## src/rtl/wpa_pkg.sv

```systemverilog
// ----------------------------------------------------------------------------
// wpa_pkg
// Shared constants and types for the worker pool allocator: pool size,
// derived widths, the scan token that walks the cell chain and the per-cell
// command group.
// ----------------------------------------------------------------------------
`default_nettype none

package wpa_pkg;

  // Pool size, worker 0 (the master) included; range 2..64
  localparam int NUM_WORKERS = 16;

  // Bits of a worker index; also holds any busy count (at most NUM_WORKERS-1)
  localparam int IDX_W = (NUM_WORKERS > 2) ? $clog2(NUM_WORKERS) : 1;

  // Field widths fixed by the interface
  localparam int FIELD_W = 4;

  // Common width for comparing a 4-bit field against an index or count
  localparam int CMP_W = ((IDX_W > FIELD_W) ? IDX_W : FIELD_W) + 1;

  // Peak busy count saturates here
  localparam logic [FIELD_W-1:0] PEAK_MAX = 4'd15;

  // Stream payload widths
  localparam int IN_TDATA_W  = 8;
  localparam int OUT_TDATA_W = 16;
  localparam int OUT_PAD_W   = OUT_TDATA_W - (1 + 3 * FIELD_W);

  // Input kinds carried on tuser
  localparam logic ACT_RELEASE = 1'b0;
  localparam logic ACT_REQUEST = 1'b1;

  // Scan token passed from cell to cell, one cell per cycle
  typedef struct packed {
    logic               valid;
    logic [FIELD_W-1:0] remaining;  // workers still wanted
    logic [FIELD_W-1:0] granted;    // workers granted so far
    logic [IDX_W-1:0]   busy_cnt;   // busy workers counted so far
  } token_t;

  // Per-cell command from the controller
  typedef struct packed {
    logic start;      // a request begins: clear grant flag
    logic free_it;    // release this worker
    logic drop_flag;  // grant flag has been reported
  } cell_cmd_t;

endpackage

`default_nettype wire

```

## src/rtl/wpa_cell.sv

```systemverilog
// ----------------------------------------------------------------------------
// wpa_cell
// One worker slot: holds the busy bit and a "granted by this request" flag.
// Takes the scan token from its left neighbor, grabs itself if free and
// still wanted, and hands the updated token to the right in the next cycle.
// ----------------------------------------------------------------------------
`default_nettype none

module wpa_cell (
  input  logic               clk,
  input  logic               rst,
  input  wpa_pkg::cell_cmd_t cmd,
  input  wpa_pkg::token_t    tok_in,
  output wpa_pkg::token_t    tok_out,
  output logic               grant_flag
);
  import wpa_pkg::*;

  logic   busy;
  logic   busy_next;
  logic   grant_flag_next;
  logic   take;
  token_t tok_next;

  // Grab this worker when the token passes, it is free and more are wanted
  assign take = tok_in.valid && !busy && (tok_in.remaining != '0);

  always_comb begin
    busy_next = busy;
    if (cmd.free_it) begin
      busy_next = 1'b0;
    end else if (take) begin
      busy_next = 1'b1;
    end

    grant_flag_next = grant_flag;
    if (cmd.start || cmd.drop_flag) begin
      grant_flag_next = 1'b0;
    end
    if (take) begin
      grant_flag_next = 1'b1;
    end

    // Token update for the neighbor
    tok_next.valid     = tok_in.valid;
    tok_next.remaining = tok_in.remaining - FIELD_W'(take);
    tok_next.granted   = tok_in.granted + FIELD_W'(take);
    tok_next.busy_cnt  = tok_in.busy_cnt + IDX_W'(busy || take);
  end

  always_ff @(posedge clk) begin
    if (rst) begin
      busy       <= 1'b0;
      grant_flag <= 1'b0;
      tok_out    <= '0;
    end else begin
      busy       <= busy_next;
      grant_flag <= grant_flag_next;
      tok_out    <= tok_next;
    end
  end

endmodule

`default_nettype wire

```

## src/rtl/wpa_ctrl.sv

```systemverilog
// ----------------------------------------------------------------------------
// wpa_ctrl
// Sequencer for the allocator: takes input transactions, launches the scan
// token into the cell chain, collects the totals at the tail, updates the
// peak and reports each granted worker, or a single empty result, through the output register.
// ----------------------------------------------------------------------------
`default_nettype none

module wpa_ctrl (
  input  logic                                   clk,
  input  logic                                   rst,
  // input stream
  input  logic                                   s_axis_tvalid,
  output logic                                   s_axis_tready,
  // [3:0] worker_id, [7:4] request_count
  input  logic [wpa_pkg::IN_TDATA_W-1:0]         s_axis_tdata,
  // [0] action
  input  logic                                   s_axis_tuser,
  // cell chain
  output wpa_pkg::token_t                        tok_head,
  input  wpa_pkg::token_t                        tok_tail,
  output wpa_pkg::cell_cmd_t [wpa_pkg::NUM_WORKERS-1:1] cmd,
  input  logic [wpa_pkg::NUM_WORKERS-1:1]        grant_flags,
  // output stream
  output logic                                   m_axis_tvalid,
  input  logic                                   m_axis_tready,
  // [0] grant_valid, [4:1] granted_worker, [8:5] grant_total,
  // [12:9] peak_busy, [15:13] zero
  output logic [wpa_pkg::OUT_TDATA_W-1:0]        m_axis_tdata,
  output logic                                   m_axis_tlast
);
  import wpa_pkg::*;

  typedef enum logic [1:0] {
    ST_IDLE,
    ST_SCAN,
    ST_EMIT
  } state_t;

  state_t             state;
  logic [FIELD_W-1:0] total;
  logic [FIELD_W-1:0] emitted;
  logic [FIELD_W-1:0] peak;

  logic               in_xfer;
  logic               is_request;
  logic               rel_ok;
  logic [FIELD_W-1:0] worker_id;
  logic [FIELD_W-1:0] request_count;
  logic               out_free;
  logic               emit_grant;
  logic [IDX_W-1:0]   low_idx;
  logic               last_grant;
  logic [FIELD_W-1:0] busy_sat;
  logic [FIELD_W-1:0] peak_next;

  assign worker_id     = s_axis_tdata[FIELD_W-1:0];
  assign request_count = s_axis_tdata[2*FIELD_W-1:FIELD_W];
  assign s_axis_tready = (state == ST_IDLE);
  assign in_xfer       = s_axis_tvalid && s_axis_tready;
  assign is_request    = (s_axis_tuser == ACT_REQUEST);

  // Master and out-of-pool ids are ignored on release
  assign rel_ok = (worker_id != '0) && (CMP_W'(worker_id) < CMP_W'(NUM_WORKERS));

  assign out_free   = !m_axis_tvalid || m_axis_tready;
  assign emit_grant = (state == ST_EMIT) && out_free && (total != '0);
  assign last_grant = ((emitted + 4'd1) == total);

  // Lowest granted worker not yet reported
  always_comb begin
    low_idx = '0;
    for (int i = NUM_WORKERS - 1; i >= 1; i--) begin
      if (grant_flags[i]) begin
        low_idx = IDX_W'(i);
      end
    end
  end

  // Token launched into the first cell when a request is taken
  always_comb begin
    tok_head.valid     = in_xfer && is_request;
    tok_head.remaining = request_count;
    tok_head.granted   = '0;
    tok_head.busy_cnt  = '0;
  end

  // Per-cell commands
  always_comb begin
    for (int i = 1; i < NUM_WORKERS; i++) begin
      cmd[i].start     = in_xfer && is_request;
      cmd[i].free_it   = in_xfer && !is_request && rel_ok &&
                         (CMP_W'(worker_id) == CMP_W'(i));
      cmd[i].drop_flag = emit_grant && (low_idx == IDX_W'(i));
    end
  end

  // Saturated busy count and new peak from the token at the tail
  always_comb begin
    if (CMP_W'(tok_tail.busy_cnt) > CMP_W'(PEAK_MAX)) begin
      busy_sat = PEAK_MAX;
    end else begin
      busy_sat = FIELD_W'(tok_tail.busy_cnt);
    end
    peak_next = (busy_sat > peak) ? busy_sat : peak;
  end

  // State, counters and output register
  always_ff @(posedge clk) begin
    if (rst) begin
      state         <= ST_IDLE;
      total         <= '0;
      emitted       <= '0;
      peak          <= '0;
      m_axis_tvalid <= 1'b0;
      m_axis_tdata  <= '0;
      m_axis_tlast  <= 1'b0;
    end else begin
      // Output valid: set on each emitted result, cleared once taken
      if ((state == ST_EMIT) && out_free) begin
        m_axis_tvalid <= 1'b1;
      end else if (m_axis_tvalid && m_axis_tready) begin
        m_axis_tvalid <= 1'b0;
      end
      case (state)
        ST_IDLE: begin
          if (in_xfer && is_request) begin
            state <= ST_SCAN;
          end
        end
        ST_SCAN: begin
          if (tok_tail.valid) begin
            total   <= tok_tail.granted;
            peak    <= peak_next;
            emitted <= '0;
            state   <= ST_EMIT;
          end
        end
        ST_EMIT: begin
          if (out_free) begin
            if (total == '0) begin
              // nothing granted: a single empty result
              m_axis_tdata <= {OUT_PAD_W'(0), peak, FIELD_W'(0), FIELD_W'(0), 1'b0};
              m_axis_tlast <= 1'b1;
              state        <= ST_IDLE;
            end else begin
              m_axis_tdata <= {OUT_PAD_W'(0), peak, total, FIELD_W'(low_idx), 1'b1};
              m_axis_tlast <= last_grant;
              emitted      <= emitted + 4'd1;
              if (last_grant) begin
                state <= ST_IDLE;
              end
            end
          end
        end
        default: begin
          state <= ST_IDLE;
        end
      endcase
    end
  end

endmodule

`default_nettype wire

```

## src/rtl/worker_pool_allocator.sv

```systemverilog
// ----------------------------------------------------------------------------
// worker_pool_allocator
// Lowest-first allocator for a pool of workers, built as a chain of worker
// cells with a scan token and a small sequencer.
// ----------------------------------------------------------------------------
// A release transaction (tuser 0) frees one worker and gives no result. A
// request transaction (tuser 1) sends a token down the chain of
// NUM_WORKERS-1 cells, one cell per cycle; when it reaches the tail the
// totals and peak are registered and the results follow at one per cycle
// while the output is not stalled, one per granted worker or a single empty
// result, the last one marked by tlast. Input is accepted only between
// requests; the last result may still wait in the output register while
// the next transaction is taken.
// ----------------------------------------------------------------------------
`default_nettype none

module worker_pool_allocator (
  input  logic                            clk,
  input  logic                            rst,
  // input stream
  input  logic                            s_axis_tvalid,
  output logic                            s_axis_tready,
  // [3:0] worker_id, [7:4] request_count
  input  logic [wpa_pkg::IN_TDATA_W-1:0]  s_axis_tdata,
  // [0] action
  input  logic                            s_axis_tuser,
  // output stream
  output logic                            m_axis_tvalid,
  input  logic                            m_axis_tready,
  // [0] grant_valid, [4:1] granted_worker, [8:5] grant_total,
  // [12:9] peak_busy, [15:13] zero
  output logic [wpa_pkg::OUT_TDATA_W-1:0] m_axis_tdata,
  output logic                            m_axis_tlast
);
  import wpa_pkg::*;

  token_t                        tok [NUM_WORKERS];
  cell_cmd_t [NUM_WORKERS-1:1]   cmd;
  logic [NUM_WORKERS-1:1]        grant_flags;

  // Sequencer and output register
  wpa_ctrl u_ctrl (
    .clk           (clk),
    .rst           (rst),
    .s_axis_tvalid (s_axis_tvalid),
    .s_axis_tready (s_axis_tready),
    .s_axis_tdata  (s_axis_tdata),
    .s_axis_tuser  (s_axis_tuser),
    .tok_head      (tok[0]),
    .tok_tail      (tok[NUM_WORKERS-1]),
    .cmd           (cmd),
    .grant_flags   (grant_flags),
    .m_axis_tvalid (m_axis_tvalid),
    .m_axis_tready (m_axis_tready),
    .m_axis_tdata  (m_axis_tdata),
    .m_axis_tlast  (m_axis_tlast)
  );

  // Chain of worker cells, worker 1 first
  for (genvar i = 1; i < NUM_WORKERS; i++) begin : g_cell
    wpa_cell u_cell (
      .clk        (clk),
      .rst        (rst),
      .cmd        (cmd[i]),
      .tok_in     (tok[i-1]),
      .tok_out    (tok[i]),
      .grant_flag (grant_flags[i])
    );
  end

endmodule

`default_nettype wire

```

## config.mk

```make
export PLATFORM = sky130hd
export DESIGN_NAME = worker_pool_allocator
export DESIGN_NICKNAME = d
export VERILOG_FILES = /design/src/rtl/wpa_pkg.sv /design/src/rtl/wpa_cell.sv /design/src/rtl/wpa_ctrl.sv /design/src/rtl/worker_pool_allocator.sv
export SDC_FILE = /design/constraint.sdc
export NUM_CORES = 1
export LEC_CHECK = 0
export BUFFER_PORTS_ARGS = -buffer_cell sky130_fd_sc_hd__buf_2
export CORE_ASPECT_RATIO = 1.5
export CORE_MARGIN = 8
export CORE_UTILIZATION = 40
export CTS_BUF_LIST = sky130_fd_sc_hd__clkbuf_8 sky130_fd_sc_hd__clkbuf_16
export DETAILED_ROUTE_END_ITERATION = 16
export GPL_TIMING_DRIVEN = 0
export PLACE_DENSITY = 0.64
export SYNTH_ARGS = -nofsm -noshare
export SYNTH_HDL_FRONTEND = slang
export SYNTH_HIERARCHICAL = 1
export SYNTH_SLANG_ARGS = --single-unit
```

## constraint.sdc

```tcl
create_clock -name clk -period 3.2 [get_ports clk]
set_input_delay 0.16 -clock clk [delete_from_list [all_inputs] [get_ports clk]]
set_output_delay 0.16 -clock clk [all_outputs]
set_load 0.01 [all_outputs]
```

==> impl_metrics.sql, run 1 <==
INSERT INTO impl_metrics (metric_group, metric, value, unit) VALUES
('synthesis', 'synth.yosys.warnings', '6', ''),
('synthesis', 'synth_area', '11100', 'sq um'),
('sta', 'clock_skew', '0.00923', 'ns'),
('cts', 'post_cts.repair.setup_buffers', '0', ''),
('sta', 'period_share', '74.8', '%'),
('sta', 'max-slew-margin-rel', '31.5', '%'),
('sta', 'setup_failing_eps_final', '0', ''),
('sta', 'max_slew.worst_pin.slew', '1.02', 'ns'),
('setup_path', 'worst-path-max-fanout', '4', ''),
('setup_path', 'timing.critical_path.required', '3.58', 'ns'),
('global_route', 'first_global_vias', '7624', ''),
('setup_path', 'setup_crit_path_kind', 'flip-flop to flip-flop', ''),
('drt', 'drt_iter0_markers', '282', ''),
('place', 'detailed_place.area', '11700', 'sq um'),
('place', 'port-buffer-count', '23', ''),
('cts', 'number_of_buffers_created_by_cts', '23', ''),
('final_layout', 'finish.instance_area', '12400', 'sq um'),
('power', 'power.density_cell_area', '483', 'nW/um^2'),
('sta', 'holdWs', '0.0368', 'ns'),
('setup_path', 'cp-start-kind', 'flip-flop', ''),
('floorplan', 'dieHeight', '220', 'um'),
('final_layout', 'layout_cell_share_with_drive_strength_beyond_1', '15.1', '%'),
('place', 'dp_hpwl', '15.9', 'mm'),
('final_layout', 'area_delta_synth_final', '11.8', '%'),
('drt', 'drt_wl_total', '20.6', 'mm'),
('final_layout', 'final_core_util', '45.6', '%'),
('sta', 'max_clock_freq', '418', 'MHz'),
('cts', 'clockBufferDepth', '3', ''),
('synthesis', 'synth_cells', '1122', ''),
('cts', 'tritoncts', 'yes', ''),
('sta', 'rsz_0062_raised_after_global_routing', 'false', ''),
('cts', 'clock_latency', '0.51', 'ns'),
('final_layout', 'nets', '1289', ''),
('synthesis', 'synth_area_per_cell', '9.88', 'sq um'),
('sta', 'min_period', '2.39', 'ns'),
('run', 'max-cap-violations', '0', ''),
('drt', 'post_drt_via_cell_ratio', '4.87', ''),
('place', 'globalplace.congestion', '0.771', ''),
('cts', 'cts.clk_slew.worst_paths', '0.07', 'ns'),
('setup_path', 'worst_path_arrival_time', '2.77', 'ns'),
('global_route', 'grt_start_max_net_pins', '16', ''),
('power', 'power.leakage', '5.50', 'nW'),
('cts', 'root_buffer', 'sky130_fd_sc_hd__clkbuf_16', ''),
('drt', 'wl_per_cell', '13.4', 'um'),
('floorplan', 'rows', '74', ''),
('run_status', 'run_status', 'completed', ''),
('global_route', 'grt_antenna_before_repair', '2', ''),
('floorplan', 'ioPinCount', '32', ''),
('drt', 'total_via_count_in_the_routed_design', '7510', ''),
('floorplan', 'area_of_the_core', '27200', 'sq um'),
('floorplan', 'initial_core_utilization', '40.7', '%'),
('global_route', 'grt_util_all_layers', '12.3', '%'),
('global_route', 'gr-total-overflow', '0', ''),
('place', 'pre_cts_ws', '0.846', 'ns'),
('sta', 'setup_ws', '0.806', 'ns'),
('floorplan', 'die_boundary_width', '152', 'um'),
('global_route', 'global_route_wire_length_before_repair', '34.7', 'mm'),
('worst_hold_path', 'hold_path.class', 'primary input to flip-flop', ''),
('sta', 'maxSlewViolCount', '0', ''),
('drt', 'antenna_violating_nets_post_route', '0', ''),
('sta', 'hold_viol', '0', ''),
('drt', 'drc', '0', ''),
('floorplan', 'design.die.area', '33400', 'sq um'),
('cts', 'clkSinkCount', '250', ''),
('setup_path', 'setup.worst_path.end_class', 'flip-flop', ''),
('power', 'peakVddDrop', '0.312', 'mV'),
('cts', 'cts_htree_levels', '1', ''),
('drt', 'first_pass_iters', '4', '');
-- worst max-delay path: stages, from the launching register on --
cell                       delay [ns]
sky130_fd_sc_hd__dfxtp_1         0.38
sky130_fd_sc_hd__nor2_1          0.07
sky130_fd_sc_hd__o311ai_2        0.25
sky130_fd_sc_hd__o311ai_0        0.28
sky130_fd_sc_hd__a31oi_1         0.53
sky130_fd_sc_hd__nor2_1          0.08
sky130_fd_sc_hd__or4b_1          0.57
sky130_fd_sc_hd__o41ai_1         0.11
-- repair_timing --
action | 4_1_cts | 5_1_grt
setup endpoints to repair | 0 | 0
gates resized for setup | 0 | 0
hold buffers | 2 | 0
endpoints found under the hold margin | 30 | 0
-- area by class of cell --
type,count,area [sq um]
fill,2669,14800
multi-input combinational,748,5390
sequential,250,5000
clock buffer,26,617
buffer,68,488
tap,342,428
inverter,66,248
timing repair buffer,26,143
clock inverter,14,76.3
antenna,1,2.50
-- cell usage in the layout (no fill, tap or decap), types with 23 or more instances in the layout --
| cell | instances |
|---|---|
| sky130_fd_sc_hd__and2b_1 | 46 |
| sky130_fd_sc_hd__buf_2 | 26 |
| sky130_fd_sc_hd__buf_4 | 32 |
| sky130_fd_sc_hd__clkbuf_16 | 23 |
| sky130_fd_sc_hd__dfxtp_1 | 250 |
| sky130_fd_sc_hd__ha_1 | 93 |
| sky130_fd_sc_hd__inv_1 | 69 |
| sky130_fd_sc_hd__mux2_2 | 45 |
| sky130_fd_sc_hd__nand2_1 | 45 |
| sky130_fd_sc_hd__nand3_1 | 34 |
| sky130_fd_sc_hd__nor2_1 | 191 |
| sky130_fd_sc_hd__nor2b_1 | 60 |
| sky130_fd_sc_hd__xnor2_1 | 48 |
-- power breakdown --
| part | total (mW) | internal (mW) | switching [mW] | leakage, nW |
|---|---|---|---|---|
| registers | 3.19 | 3.16 | 0.0350 | 2.02 |
| logic | 0.272 | 0.127 | 0.145 | 3.12 |
| clock network | 2.53 | 1.38 | 1.14 | 0.361 |
| total | 5.99 | 4.67 | 1.32 | 5.50 |
-- state kept, by name, summed over array words and instances (netlist names), 2 cells and up --
| signal | count |
|---|---|
| g_cell.u_cell/busy | 15 |
| g_cell.u_cell/grant_flag | 15 |
| g_cell.u_cell/tok_out | 191 |
| u_ctrl/emitted | 4 |
| u_ctrl/m_axis_tdata | 13 |
| u_ctrl/peak | 4 |
| u_ctrl/state | 2 |
| u_ctrl/total | 4 |
-- final timing paths --
path                                                  start                                       end  slack [ns]  cells after the start
hold reg to reg         u_ctrl/m_axis_tdata[5]$_SDFFE_PP0P_       u_ctrl/m_axis_tdata[5]$_SDFFE_PP0P_        0.45                      2
setup / recovery  g_cell[15].u_cell/grant_flag$_SDFFE_PP0P_  g_cell[9].u_cell/grant_flag$_SDFFE_PP0P_        0.81                      7
setup reg to reg  g_cell[15].u_cell/grant_flag$_SDFFE_PP0P_  g_cell[9].u_cell/grant_flag$_SDFFE_PP0P_        0.81                      7
hold / removal                                          rst            u_ctrl/emitted[3]$_SDFFE_PP0P_        0.04                      2
-- through the flow --
step                      std cells  total power, mW  TNS [ns]
after floorplan                1132             3.46         0
after global placement         1497             3.53    -0.279
after detailed placement       1498             3.53         0
after CTS                      1540             6.08         0
after global routing           1541             6.25         0
final                          1541             5.99         0
-- layer usage --
layer | wire length [um] | global-route usage, %
met5 | 10 | 0
met4 | 581 | 5.23
met3 | 509 | 1.68
met2 | 11800 | 25.9
met1 | 7740 | 11.5
Power figures use the tool's default switching activity.
==> inputs of run 2 (changes only) <==
- ABC_AREA: unset -> 1
- clock period: 3.2 -> 2.45 ns (I/O delays scaled with it)
==> run 2 against run 1 <==
  * Critical path depth increased by 5
  * Clock skew increased by 0.013 ns
  * Fmax increased by 10%
  * Global-route usage decreased by 0.14 points
  * Non-clock buffer count decreased by 12
  * First-iteration DRC count increased by 17%
  * Core utilization increased by 0.49 points
==> impl_metrics.sql, run 2 <==
INSERT INTO impl_metrics (metric_group, metric, value, unit) VALUES
('cts', 'root_buffer', 'sky130_fd_sc_hd__clkbuf_16', ''),
('sta', 'clock_skew', '0.0226', 'ns'),
('synthesis', 'synth.yosys.warnings', '6', ''),
('sta', 'maxSlewViolCount', '0', ''),
('run', 'max-cap-violations', '0', ''),
('synthesis', 'synth_cells', '1323', ''),
('sta', 'min_period', '2.18', 'ns'),
('floorplan', 'area_of_the_core', '27200', 'sq um'),
('floorplan', 'design.die.area', '33200', 'sq um'),
('power', 'comb_power_share', '5.4', '%'),
('drt', 'post_drt_via_cell_ratio', '4.55', ''),
('final_layout', 'nets', '1499', ''),
('sta', 'max_slew.worst_pin.slew', '0.557', 'ns'),
('final_layout', 'fill_cells', '2653', ''),
('synthesis', 'synth_area', '11000', 'sq um'),
('sta', 'hold_viol', '0', ''),
('drt', 'drt_iter0_markers', '329', ''),
('setup_path', 'setup.worst_path.end_class', 'flip-flop', ''),
('power', 'peakVddDrop', '0.514', 'mV'),
('global_route', 'grt_antenna_before_repair', '0', ''),
('place', 'pre_cts_ws', '-0.147', 'ns'),
('sta', 'setup_failing_eps_final', '0', ''),
('power', 'power.leakage', '5.53', 'nW'),
('cts', 'cts.clk_slew.worst_paths', '0.06', 'ns'),
('place', 'globalplace.congestion', '0.783', ''),
('setup_path', 'worstReg2RegStart', 'u_ctrl/state[0]$_SDFFE_PP0P_', ''),
('final_layout', 'finish.instance_area', '12500', 'sq um'),
('sta', 'rsz_0062_raised_after_global_routing', 'false', ''),
('drt', 'drt_wl_total', '19.6', 'mm'),
('power', 'power.density_cell_area', '668', 'nW/um^2'),
('worst_hold_path', 'hold_path.class', 'primary input to flip-flop', ''),
('setup_path', 'timing.reg2reg.worst_path_depth', '12', ''),
('final_layout', 'antenna_cells', '0', ''),
('power', 'sequentialPowerShare', '50.0', '%'),
('global_route', 'gr-total-overflow', '0', ''),
('floorplan', 'die_boundary_width', '152', 'um'),
('synthesis', 'synth_area_per_cell', '8.33', 'sq um'),
('final_layout', 'area_delta_synth_final', '13.7', '%'),
('setup_path', 'setup_crit_path_kind', 'flip-flop to flip-flop', ''),
('power', 'pwr-share-clk', '44.6', '%'),
('worst_hold_path', 'timing.hold.worst.start', 'rst', ''),
('setup_path', 'critical_path_slowest_stage_cell', 'sky130_fd_sc_hd__dfxtp_1', ''),
('drt', 'drc', '0', ''),
('cts', 'clockBufferDepth', '3', ''),
('setup_path', 'cp-start-kind', 'flip-flop', ''),
('setup_path', 'cpPeakStageDelay', '0.46', 'ns'),
('global_route', 'grt_start_max_net_pins', '48', ''),
('final_layout', 'largest_register', 'g_cell.u_cell/tok_out', ''),
('floorplan', 'ioPinCount', '32', ''),
('sta', 'max-slew-margin-rel', '62.8', '%'),
('place', 'detailed_place.area', '11600', 'sq um'),
('drt', 'wl_per_cell', '11.2', 'um'),
('power', 'netSwitchingFraction', '21.6', '%'),
('cts', 'clkSinkCount', '250', ''),
('final_layout', 'multiInputGateArea', '4810', 'sq um'),
('sta', 'period_share', '88.8', '%'),
('setup_path', 'path_cells', 'nor2_2 -> nand3_1 -> clkinvlp_4 -> buf_4 -> inv_1 -> nor2_1 -> nand2_2 -> inv_1 -> ha_1 -> ha_1 -> xnor2_1 -> nor2_1', ''),
('setup_path', 'worst-path-max-fanout', '11', ''),
('drt', 'antenna_violating_nets_post_route', '0', ''),
('final_layout', 'mostFrequentLayoutCells', '250 x sky130_fd_sc_hd__dfxtp_1, 236 x sky130_fd_sc_hd__inv_1, 235 x sky130_fd_sc_hd__nor2_1', ''),
('drt', 'first_pass_iters', '7', ''),
('setup_path', 'timing.critical_path.required', '2.86', 'ns'),
('cts', 'number_of_buffers_created_by_cts', '25', ''),
('final_layout', 'seq_area', '5000', 'sq um'),
('power', 'psw', '1.81', 'mW'),
('final_layout', 'largest_register_ffs', '191', ''),
('final_layout', 'final_core_util', '46.0', '%'),
('drt', 'total_via_count_in_the_routed_design', '7971', ''),
('sta', 'setup_ws', '0.274', 'ns'),
('run_status', 'run_status', 'completed', ''),
('cts', 'tritoncts', 'yes', ''),
('floorplan', 'initial_core_utilization', '40.5', '%'),
('setup_path', 'worst_path_arrival_time', '2.59', 'ns'),
('cts', 'clock_latency', '0.52', 'ns'),
('global_route', 'first_global_vias', '7859', ''),
('place', 'dp_hpwl', '14.9', 'mm'),
('power', 'p_int', '6.56', 'mW'),
('final_layout', 'layout_cell_share_with_drive_strength_beyond_1', '14.5', '%'),
('sta', 'max_clock_freq', '460', 'MHz'),
('floorplan', 'rows', '74', ''),
('worst_hold_path', 'min_delay_worst_endpoint', 'g_cell[2].u_cell/tok_out[7]$_SDFF_PP0_', ''),
('final_layout', 'mostFrequentLayoutCell', 'sky130_fd_sc_hd__dfxtp_1', ''),
('global_route', 'global_route_wire_length_before_repair', '34.2', 'mm'),
('setup_path', 'timing.rr.end', 'g_cell[1].u_cell/tok_out[10]$_SDFF_PP0_', ''),
('worst_hold_path', 'hold_depth', '2', ''),
('final_layout', 'top_flop_regs', 'g_cell.u_cell/tok_out x191, g_cell.u_cell/busy x15, g_cell.u_cell/grant_flag x15', ''),
('place', 'port-buffer-count', '24', ''),
('cts', 'cts_htree_levels', '1', ''),
('global_route', 'grt_util_all_layers', '12.2', '%'),
('floorplan', 'dieHeight', '219', 'um'),
('setup_path', 'rrSetupSlack', '0.27', 'ns');
-- run 2: worst max path at each step --
stage | from | endpoint | depth (start not counted)
2_1_floorplan | u_ctrl/state[0]$_SDFFE_PP0P_ | g_cell[1].u_cell/tok_out[10]$_SDFF_PP0_ | 12
3_3_place_gp | rst | u_ctrl/m_axis_tlast$_SDFFE_PP0P_ | 6
3_5_place_dp | u_ctrl/state[0]$_SDFFE_PP0P_ | g_cell[1].u_cell/tok_out[10]$_SDFF_PP0_ | 12
4_1_cts | u_ctrl/state[0]$_SDFFE_PP0P_ | g_cell[1].u_cell/tok_out[10]$_SDFF_PP0_ | 12
5_1_grt | u_ctrl/state[0]$_SDFFE_PP0P_ | g_cell[1].u_cell/tok_out[10]$_SDFF_PP0_ | 12
6_report | u_ctrl/state[0]$_SDFFE_PP0P_ | g_cell[1].u_cell/tok_out[10]$_SDFF_PP0_ | 12
-- run 2: repair_timing --
action / in CTS / in global routing
gates resized for setup: 2 / 0
cloned: 0 / 0
pin swaps: 0 / 0
buffers inserted: 0 / 3
setup endpoints to repair: 3 / 1
hold endpoints to repair: 6 / 0
hold buffers: 5 / 0
-- run 2: per-stage QoR --
stage	total power [mW]	hold WS (ns)	std cells	setup TNS, ns
after CTS	8.49	0.0948	1749	0
after detailed placement	4.72	0.373	1700	-0.250
after floorplan	4.59	0.185	1333	0
final	8.38	0.0941	1752	0
after global placement	4.71	0.375	1699	-5.37
after global routing	8.76	0.119	1752	0
-- run 2: critical path, delay by kind of cell, from the launching register on --
kind	cells	cell delay [ns]
and+or+nand+nor	5	0.48
xor gates and xnor gates	1	0.13
buffers and inverters	4	0.56
DFF	1	0.46
adders and majority gates	2	0.42
-- run 2: layout make-up --
type / count / area share [%]
well taps: 342 / 3.41
clock buffers: 31 / 5.65
multi-input cells: 797 / 38.4
repair buffers: 33 / 1.78
flip-flops and latches: 250 / 39.9
clock inverters: 13 / 0.879
inverters: 237 / 7.15
plain buffers: 49 / 2.83
-- run 2: power by group through the flow --
| stage | clock network [mW] | logic [mW] | registers [mW] |
|---|---|---|---|
| CTS | 3.85 | 0.450 | 4.19 |
| global placement | 0 | 0.434 | 4.28 |
| detailed placement | 0 | 0.440 | 4.28 |
| global route | 4.06 | 0.513 | 4.19 |
| finish | 3.74 | 0.450 | 4.19 |
| floorplan | 0 | 0.319 | 4.27 |
-- run 2: routing by layer --
metal	global-route usage, %	vias to the layer above	routed length (um)
met5	0	-	0
met4	3.18	0	305
met3	1.94	22	555
met2	24.4	75	11000
met1	12.6	3638	7770
li1	-	4236	-
